File: config.mk
export PLATFORM = sky130hd
export DESIGN_NAME = rs_255_223_encoder_flat
export DESIGN_NICKNAME = d
export VERILOG_FILES = /design/src/design/rse_pkg.sv /design/src/design/rse_if.sv /design/src/design/rs_255_223_encoder.sv /design/src/design/rse_cell.sv /design/src/design/rse_ctrl.sv /design/src/flat_wrapper.sv
export SDC_FILE = /design/constraint.sdc
export NUM_CORES = 1
export LEC_CHECK = 0
export ABC_CLOCK_PERIOD_IN_PS = 5250
export BUFFER_PORTS_ARGS = -buffer_cell sky130_fd_sc_hd__buf_2
export CORE_ASPECT_RATIO = 1.5
export CORE_MARGIN = 1.5
export CORE_UTILIZATION = 40
export CTS_BUF_LIST = sky130_fd_sc_hd__clkbuf_4 sky130_fd_sc_hd__clkbuf_8
export CTS_CLUSTER_DIAMETER = 40
export DETAILED_ROUTE_END_ITERATION = 10
export HOLD_SLACK_MARGIN = 0.15
export SYNTH_ARGS = -nofsm -noshare
export SYNTH_HDL_FRONTEND = slang
export SYNTH_SLANG_ARGS = --single-unit
File: constraint.sdc
create_clock -name i_clk -period 5.25 [get_ports i_clk]
set_input_delay 1.05 -clock i_clk [delete_from_list [all_inputs] [get_ports i_clk]]
set_output_delay 1.05 -clock i_clk [all_outputs]
set_load 0.03 [all_outputs]
File: src/design/rse_pkg.sv
`default_nettype none
package rse_pkg;

    localparam int MSG_LEN    = 223;
    localparam int PARITY_LEN = 32;
    localparam int IDX_W      = $clog2(PARITY_LEN);

    // reduction term of x^8 + x^7 + x^2 + x + 1
    localparam logic [7:0] FIELD_LOW = 8'h87;

    typedef enum logic [1:0] {
        S_DATA,
        S_PAD,
        S_PARITY
    } t_state;

    // shift command from the controller to every remainder cell
    typedef struct packed {
        logic       en;
        logic [7:0] fb;
    } t_cell_ctl;

    function automatic logic [7:0] gf_mul(input logic [7:0] a, input logic [7:0] b);
        logic [8:0] x;
        logic [7:0] y;
        logic [7:0] acc;
        x   = {1'b0, a};
        y   = b;
        acc = 8'h00;
        for (int k = 0; k < 8; k++) begin
            if (y[0]) begin
                acc = acc ^ x[7:0];
            end
            y = y >> 1;
            x = x << 1;
            if (x[8]) begin
                x = {1'b0, x[7:0] ^ FIELD_LOW};
            end
        end
        return acc;
    endfunction

    // generator coefficient k, k = 0 is the x^32 term; evaluated at elaboration
    function automatic logic [7:0] gen_coef(input int k);
        logic [7:0] p [PARITY_LEN+1];
        logic [7:0] root;
        root = 8'h01;
        for (int i = 0; i <= PARITY_LEN; i++) begin
            p[i] = 8'h00;
        end
        p[0] = 8'h01;
        for (int i = 1; i <= PARITY_LEN; i++) begin
            root = gf_mul(root, 8'h02);
            for (int j = PARITY_LEN; j > 0; j--) begin
                p[j] = p[j-1] ^ gf_mul(p[j], root);
            end
            p[0] = gf_mul(p[0], root);
        end
        return p[PARITY_LEN-k];
    endfunction

endpackage
`default_nettype wire

File: src/design/rse_if.sv
`default_nettype none
interface rse_in_if;
    logic       valid;
    logic       ready;
    logic [7:0] data_byte;
    logic       end_of_message;

    modport source (output valid, output data_byte, output end_of_message, input ready);
    modport sink   (input valid, input data_byte, input end_of_message, output ready);
endinterface

interface rse_out_if;
    logic       valid;
    logic       ready;
    logic [7:0] out_byte;
    logic       is_parity;
    logic       end_of_codeword;

    modport source (output valid, output out_byte, output is_parity,
                    output end_of_codeword, input ready);
    modport sink   (input valid, input out_byte, input is_parity,
                    input end_of_codeword, output ready);
endinterface
`default_nettype wire

File: src/design/rs_255_223_encoder.sv
// Data item: registered into the output register on acceptance, shown from the next cycle.
// Block end: internal zero padding up to MSG_LEN bytes when the block is short, then
// 32 parity items, one per cycle while the sink is ready. Throughput: one byte per cycle
// in a block while the output slot is free; the 32-cell remainder chain takes one shift
// per cycle. Synchronous active-low reset clears remainder and counters.
`default_nettype none
module rs_255_223_encoder #(
    parameter int MSG_LEN = rse_pkg::MSG_LEN
) (
    input  wire logic i_clk,
    input  wire logic i_rst_n,
    rse_in_if.sink    i_in,
    rse_out_if.source o_out
);

    localparam int PL = rse_pkg::PARITY_LEN;

    rse_pkg::t_cell_ctl ctl;
    logic [7:0]         rem [PL+1];

    assign rem[PL] = 8'h00;

    rse_ctrl #(
        .MSG_LEN (MSG_LEN)
    ) u_ctrl (
        .i_clk   (i_clk),
        .i_rst_n (i_rst_n),
        .i_in    (i_in),
        .o_out   (o_out),
        .i_rem0  (rem[0]),
        .o_ctl   (ctl)
    );

    for (genvar j = 0; j < PL; j++) begin : g_cell
        rse_cell #(
            .COEF (rse_pkg::gen_coef(j + 1))
        ) u_cell (
            .i_clk   (i_clk),
            .i_rst_n (i_rst_n),
            .i_ctl   (ctl),
            .i_up    (rem[j+1]),
            .o_val   (rem[j])
        );
    end

endmodule
`default_nettype wire

File: src/design/rse_cell.sv
`default_nettype none
module rse_cell #(
    parameter logic [7:0] COEF = 8'h01
) (
    input  wire logic               i_clk,
    input  wire logic               i_rst_n,
    input  wire rse_pkg::t_cell_ctl i_ctl,
    input  wire logic [7:0]         i_up,
    output logic [7:0]              o_val
);

    logic [7:0] r_val;
    logic [7:0] n_val;

    always_comb begin
        n_val = r_val;
        if (i_ctl.en) begin
            n_val = i_up ^ rse_pkg::gf_mul(i_ctl.fb, COEF);
        end
    end

    always_ff @(posedge i_clk) begin
        if (!i_rst_n) begin
            r_val <= 8'h00;
        end else begin
            r_val <= n_val;
        end
    end

    assign o_val = r_val;

endmodule
`default_nettype wire

File: src/design/rse_ctrl.sv
`default_nettype none
module rse_ctrl #(
    parameter int MSG_LEN = rse_pkg::MSG_LEN
) (
    input  wire logic           i_clk,
    input  wire logic           i_rst_n,
    rse_in_if.sink              i_in,
    rse_out_if.source           o_out,
    input  wire logic [7:0]     i_rem0,
    output rse_pkg::t_cell_ctl  o_ctl
);

    localparam int CW = $clog2(MSG_LEN + 1);
    localparam logic [CW-1:0] LEN_C = CW'(MSG_LEN);
    localparam logic [rse_pkg::IDX_W-1:0] IDX_LAST = rse_pkg::IDX_W'(rse_pkg::PARITY_LEN - 1);

    rse_pkg::t_state             r_state, n_state;
    logic [CW-1:0]               r_cnt, n_cnt;
    logic [rse_pkg::IDX_W-1:0]   r_idx, n_idx;
    logic                        r_ov, n_ov;
    logic [7:0]                  r_byte, n_byte;
    logic                        r_par, n_par;
    logic                        r_eoc, n_eoc;

    logic          slot_free;
    logic          in_acc;
    logic [CW-1:0] cnt_inc;

    assign slot_free  = !r_ov || o_out.ready;
    assign i_in.ready = (r_state == rse_pkg::S_DATA) && slot_free;
    assign in_acc     = i_in.valid && i_in.ready;
    assign cnt_inc    = r_cnt + CW'(1);

    always_comb begin
        n_state = r_state;
        n_cnt   = r_cnt;
        n_idx   = r_idx;
        n_ov    = r_ov;
        n_byte  = r_byte;
        n_par   = r_par;
        n_eoc   = r_eoc;
        o_ctl   = '0;
        if (r_ov && o_out.ready) begin
            n_ov = 1'b0;
        end
        unique case (r_state)
            rse_pkg::S_DATA: begin
                if (in_acc) begin
                    o_ctl.en = 1'b1;
                    o_ctl.fb = i_in.data_byte ^ i_rem0;
                    n_ov     = 1'b1;
                    n_byte   = i_in.data_byte;
                    n_par    = 1'b0;
                    n_eoc    = 1'b0;
                    if (cnt_inc >= LEN_C) begin
                        n_state = rse_pkg::S_PARITY;
                        n_idx   = '0;
                        n_cnt   = '0;
                    end else if (i_in.end_of_message) begin
                        // short block: clock zeros up to full length
                        n_state = rse_pkg::S_PAD;
                        n_cnt   = cnt_inc;
                    end else begin
                        n_cnt = cnt_inc;
                    end
                end
            end
            rse_pkg::S_PAD: begin
                o_ctl.en = 1'b1;
                o_ctl.fb = i_rem0;
                n_cnt    = cnt_inc;
                if (cnt_inc >= LEN_C) begin
                    n_state = rse_pkg::S_PARITY;
                    n_idx   = '0;
                    n_cnt   = '0;
                end
            end
            rse_pkg::S_PARITY: begin
                if (slot_free) begin
                    // shift the remainder out, zero fills from the top
                    o_ctl.en = 1'b1;
                    o_ctl.fb = 8'h00;
                    n_ov     = 1'b1;
                    n_byte   = i_rem0;
                    n_par    = 1'b1;
                    n_eoc    = (r_idx == IDX_LAST);
                    n_idx    = r_idx + rse_pkg::IDX_W'(1);
                    if (r_idx == IDX_LAST) begin
                        n_state = rse_pkg::S_DATA;
                        n_cnt   = '0;
                    end
                end
            end
            default: begin
                n_state = rse_pkg::S_DATA;
            end
        endcase
    end

    always_ff @(posedge i_clk) begin
        if (!i_rst_n) begin
            r_state <= rse_pkg::S_DATA;
            r_cnt   <= '0;
            r_idx   <= '0;
            r_ov    <= 1'b0;
        end else begin
            r_state <= n_state;
            r_cnt   <= n_cnt;
            r_idx   <= n_idx;
            r_ov    <= n_ov;
        end
    end

    always_ff @(posedge i_clk) begin
        r_byte <= n_byte;
        r_par  <= n_par;
        r_eoc  <= n_eoc;
    end

    assign o_out.valid           = r_ov;
    assign o_out.out_byte        = r_byte;
    assign o_out.is_parity       = r_par;
    assign o_out.end_of_codeword = r_eoc;

    a_pad_below_len: assert property (@(posedge i_clk) disable iff (!i_rst_n)
        (r_state == rse_pkg::S_PAD) |-> (r_cnt < LEN_C))
        else $error("pad count out of range");

    a_eoc_is_parity: assert property (@(posedge i_clk) disable iff (!i_rst_n)
        (r_ov && r_eoc) |-> r_par)
        else $error("end of codeword on a data item");

    a_block_restart: assert property (@(posedge i_clk) disable iff (!i_rst_n)
        (r_state == rse_pkg::S_PARITY && slot_free && r_idx == IDX_LAST)
        |=> (r_state == rse_pkg::S_DATA && r_cnt == '0 && r_eoc))
        else $error("block did not restart after last parity");

    a_mid_block: assert property (@(posedge i_clk) disable iff (!i_rst_n)
        (in_acc && !i_in.end_of_message && cnt_inc < LEN_C)
        |=> (r_state == rse_pkg::S_DATA && r_cnt == $past(cnt_inc)))
        else $error("mid-block item left data state");

endmodule
`default_nettype wire
File: src/flat_wrapper.sv
// flat-port wrapper written by rule: the top's interface ports become plain ports
module rs_255_223_encoder_flat 
#(
    parameter int MSG_LEN = rse_pkg::MSG_LEN
)
  (i_clk, i_rst_n, i_in_valid, i_in_data_byte, i_in_end_of_message, i_in_ready, o_out_valid, o_out_out_byte, o_out_is_parity, o_out_end_of_codeword, o_out_ready);
  rse_in_if i_in_i ();
  rse_out_if o_out_i ();
  input  wire logic i_clk;
  input  wire logic i_rst_n;
  input wire logic [$bits(i_in_i.valid)-1:0] i_in_valid;
  input wire logic [$bits(i_in_i.data_byte)-1:0] i_in_data_byte;
  input wire logic [$bits(i_in_i.end_of_message)-1:0] i_in_end_of_message;
  output wire logic [$bits(i_in_i.ready)-1:0] i_in_ready;
  output wire logic [$bits(o_out_i.valid)-1:0] o_out_valid;
  output wire logic [$bits(o_out_i.out_byte)-1:0] o_out_out_byte;
  output wire logic [$bits(o_out_i.is_parity)-1:0] o_out_is_parity;
  output wire logic [$bits(o_out_i.end_of_codeword)-1:0] o_out_end_of_codeword;
  input wire logic [$bits(o_out_i.ready)-1:0] o_out_ready;
  assign i_in_i.valid = i_in_valid;
  assign i_in_i.data_byte = i_in_data_byte;
  assign i_in_i.end_of_message = i_in_end_of_message;
  assign i_in_ready = i_in_i.ready;
  assign o_out_valid = o_out_i.valid;
  assign o_out_out_byte = o_out_i.out_byte;
  assign o_out_is_parity = o_out_i.is_parity;
  assign o_out_end_of_codeword = o_out_i.end_of_codeword;
  assign o_out_i.ready = o_out_ready;
  rs_255_223_encoder #(.MSG_LEN(MSG_LEN)) u_core (.i_clk(i_clk), .i_rst_n(i_rst_n), .i_in(i_in_i), .o_out(o_out_i));
endmodule
==> flow_metrics.env <==
export IMPL_numCtsBuffers=44
export IMPL_synthCells=1776
export IMPL_place_ws_ps=248.4
export IMPL_hold_viol_final=0
export IMPL_firstDrtPassIters=8
export IMPL_fmax_mhz=219.6
export IMPL_rsz0062_at_grt="no"
export IMPL_cpMostUsedCell="xnor2_1"
export IMPL_row_count=87
export IMPL_ant_nets=0
export IMPL_clockBufferDepth=3
export IMPL_cts_sinks=282
export IMPL_critPathRequiredTime_ps=5710
export IMPL_vdd_drop_max_uv=342.0
export IMPL_path_max_fanout=19
export IMPL_die_area_sq_mm=0.03923
export IMPL_min_path_type="reg -> reg"
export IMPL_finalSetupTns_ps=0
export IMPL_drv_slew=0
export IMPL_antenna_found_initial=1
export IMPL_synth_area_sq_mm=0.01521
export IMPL_dpl_hpwl_mm=33.58
export IMPL_max_slew_margin_rel_pct=17.15
export IMPL_setup_viol=0
export IMPL_htree_levels=2
export IMPL_postCtsSetupBuffers=0
export IMPL_drive_gt1_share_pct=11.14
export IMPL_final_common_cell="xnor2_1"
export IMPL_p_per_area_mw_per_mm2=820.8
export IMPL_clk_latency_ps=590
export IMPL_synth_async_reset_ratio_pct=0
export IMPL_die_h_microns=241.8
export IMPL_fp_coreArea_sq_mm=0.03755
export IMPL_most_common_layout_cells="325 x xnor2_1, 272 x dfxtp_1, 215 x nand2_1"
export IMPL_die_w_microns=162.2
export IMPL_fin_nets=1791
export IMPL_vias=12520
export IMPL_cts_hold_buf=0
export IMPL_worstSetupPathType="reg -> reg"
export IMPL_drcViolationCount=0
export IMPL_portBuffers=24
export IMPL_ys_ff_latch=282
export IMPL_grt_total_usage_pct=25.01
export IMPL_cts_tree="yes"
export IMPL_ys_flop_type="dfxtp_1"
export IMPL_io_pins=25
export IMPL_cp_end_kind="flip-flop"
export IMPL_status="finished clean"
export IMPL_areaGrowthSynthToFinish_pct=11.26
export IMPL_gp_congestion=0.9277
export IMPL_ctsResizeCount=0
export IMPL_path_buf_inv=2
export IMPL_syn_num_nets=1793
export IMPL_leakagePower_nw=6.295
export IMPL_synth_cell_types=65
export IMPL_synth_edf_count=10
export IMPL_critical_path_slowest_cell="o21ai_1"
export IMPL_period_share_pct=86.75
export IMPL_slowest_delay_ps=1040
export IMPL_grt_pass1_vias=12390
export IMPL_cp_cell_sequence="inv_2 > o21ai_1 > xnor2_1 > buf_4 > xnor2_1 > xor2_1 > and3_1 > a311o_1"
export IMPL_grt_overflow_total=0
export IMPL_skew_ps=26.88
export IMPL_maxCapViolCount=0
export IMPL_drt_total_wl_mm=48.78
export IMPL_yosys_warnings=0
export IMPL_worst_pin_slew_ps=1234
export IMPL_ys_seq_area_share_pct=37.77
export IMPL_synth_avg_cell_area_sq_um=8.565
export IMPL_grt_pass1_wl_mm=74.46
export IMPL_clkSlewWorstSetupHoldPaths_ps=70
export IMPL_viasPerCell=5.458
export IMPL_start_util_pct=40.51
export IMPL_root_buffer="clkbuf_8"
export IMPL_grt_max_degree=139
export IMPL_startpoint_type="flip-flop"
export IMPL_fin_ws_ps=695.9
export IMPL_drt_first_iter_violations=932
export IMPL_routedWlPerCell_microns=21.26
export IMPL_crit_family="compound AO/OA/AOI/OAI gates"
export IMPL_finalCriticalPeriod_ps=4554
export IMPL_cp_arrival_ps=5010
where the power goes:
group / internal [mW] / total (mW) / switching (mW)
combinational: 3.62 / 8.35 / 4.74
clock: 1.10 / 2.01 / 0.913
sequential: 2.92 / 3.52 / 0.603
total: 7.64 / 13.9 / 6.25
metal layers:
layer	up-vias	wire [microns]	global-route usage (%)
li1	5922	-	-
met1	6018	18120	27.09
met2	409	24250	43.49
met3	172	2380	3.808
met4	0	4023	18.78
met5	-	0	0
path summary, 6_finish.rpt:
kind / cells after the start / slack [ps] / to / startpoint
worst max-delay path: 8 / 700 / u_core.g_cell[21].u_cell.o_val[6] / u_core.u_ctrl.r_state[0]
worst min-delay path: 2 / 460 / u_core.g_cell[31].u_cell.o_val[3] / u_core.g_cell[31].u_cell.o_val[3]
worst min register to register: 2 / 460 / u_core.g_cell[31].u_cell.o_val[3] / u_core.g_cell[31].u_cell.o_val[3]
worst max register to register: 8 / 700 / u_core.g_cell[21].u_cell.o_val[6] / u_core.u_ctrl.r_state[0]
worst reg2reg max path, stage by stage (launching register included):
cell	delay (ps)
dfxtp_1	830
inv_2	350
o21ai_1	1050
xnor2_1	480
buf_4	300
xnor2_1	690
xor2_1	180
and3_1	240
a311o_1	300
metrics by stage:
stage | std cells | cell area (sq um) | total power, mW | utilization, % | hold slack, ps
2_1_floorplan | 1776 | 15210 | 9.417 | - | 432.4
3_3_place_gp | 2217 | 15990 | 11.76 | 42.58 | 451.6
6_report | 2294 | 16930 | 13.89 | 45.07 | 462.9
5_1_grt | 2294 | 16930 | 14.70 | 45.07 | 478.7
3_5_place_dp | 2217 | 15990 | 11.82 | 42.58 | 456.4
4_1_cts | 2293 | 16920 | 13.89 | 45.06 | 465.9
cells in the mapped netlist (4+ instances only):
| library cell | n | area (sq um) |
|---|---|---|
| or3_1 | 15 | 93.84 |
| xnor3_1 | 6 | 135.1 |
| o211ai_1 | 4 | 30.03 |
| a31oi_1 | 7 | 43.79 |
| o21ai_0 | 83 | 415.4 |
| o21ai_1 | 6 | 30.03 |
| buf_1 | 15 | 56.30 |
| nand3_1 | 58 | 290.3 |
| or2_2 | 4 | 25.02 |
| ha_1 | 4 | 50.05 |
| mux2_2 | 4 | 45.04 |
| a211oi_1 | 97 | 728.2 |
| nor2_1 | 143 | 536.8 |
| a21oi_1 | 136 | 680.7 |
| xnor2_2 | 8 | 130.1 |
| o21a_1 | 4 | 30.03 |
| buf_4 | 4 | 30.03 |
| nand2_1 | 215 | 807.0 |
| nor2b_1 | 9 | 56.30 |
| edfxtp_1 | 10 | 300.3 |
| dfxtp_1 | 272 | 5445 |
| xnor2_1 | 327 | 2864 |
| buf_2 | 10 | 50.05 |
| nand2b_1 | 11 | 68.82 |
| a22oi_1 | 4 | 30.03 |
| nor3_1 | 13 | 65.06 |
| inv_1 | 8 | 30.03 |
| xor2_1 | 136 | 1191 |
| clkbuf_1 | 104 | 390.4 |
registers in the layout, indices dropped and copies added, names as in the netlist:
signal / cells
u_core.u_ctrl.o_out.out_byte: 8
u_core.u_ctrl.o_out.valid: 1
u_core.u_ctrl.r_cnt: 8
u_core.u_ctrl.r_state: 2
u_core.u_ctrl.o_out.is_parity: 1
u_core.u_ctrl.r_idx: 5
u_core.u_ctrl.o_out.end_of_codeword: 1
u_core.g_cell.u_cell.o_val: 256
layout make-up:
class / instances / area, sq um
antenna: 1 / 2.502
tap: 489 / 611.8
inverter: 10 / 42.54
fill: 3667 / 20630
clock buffer: 66 / 820.8
sequential: 282 / 5746
multi-input combinational: 1351 / 8961
clock inverter: 10 / 112.6
timing repair buffer: 85 / 628.1
cell families (layout without fill, tap and decap cells):
family                   after synthesis  count (layout)  share of synthesized area, %
adder cells (fa/ha/maj)                4               4                        0.3290
multiplexers                           7               7                        0.4935
XOR/XNOR                             481             481                         28.98
buffers and inverters                143             171                         3.709
flip-flops                           282             282                         37.77
AO/OA/AOI/OAI                        370             370                         14.90
AND/OR/NAND/NOR                      489             489                         13.82
other                                  0               1                             0
(Power assumes the default switching activity.)
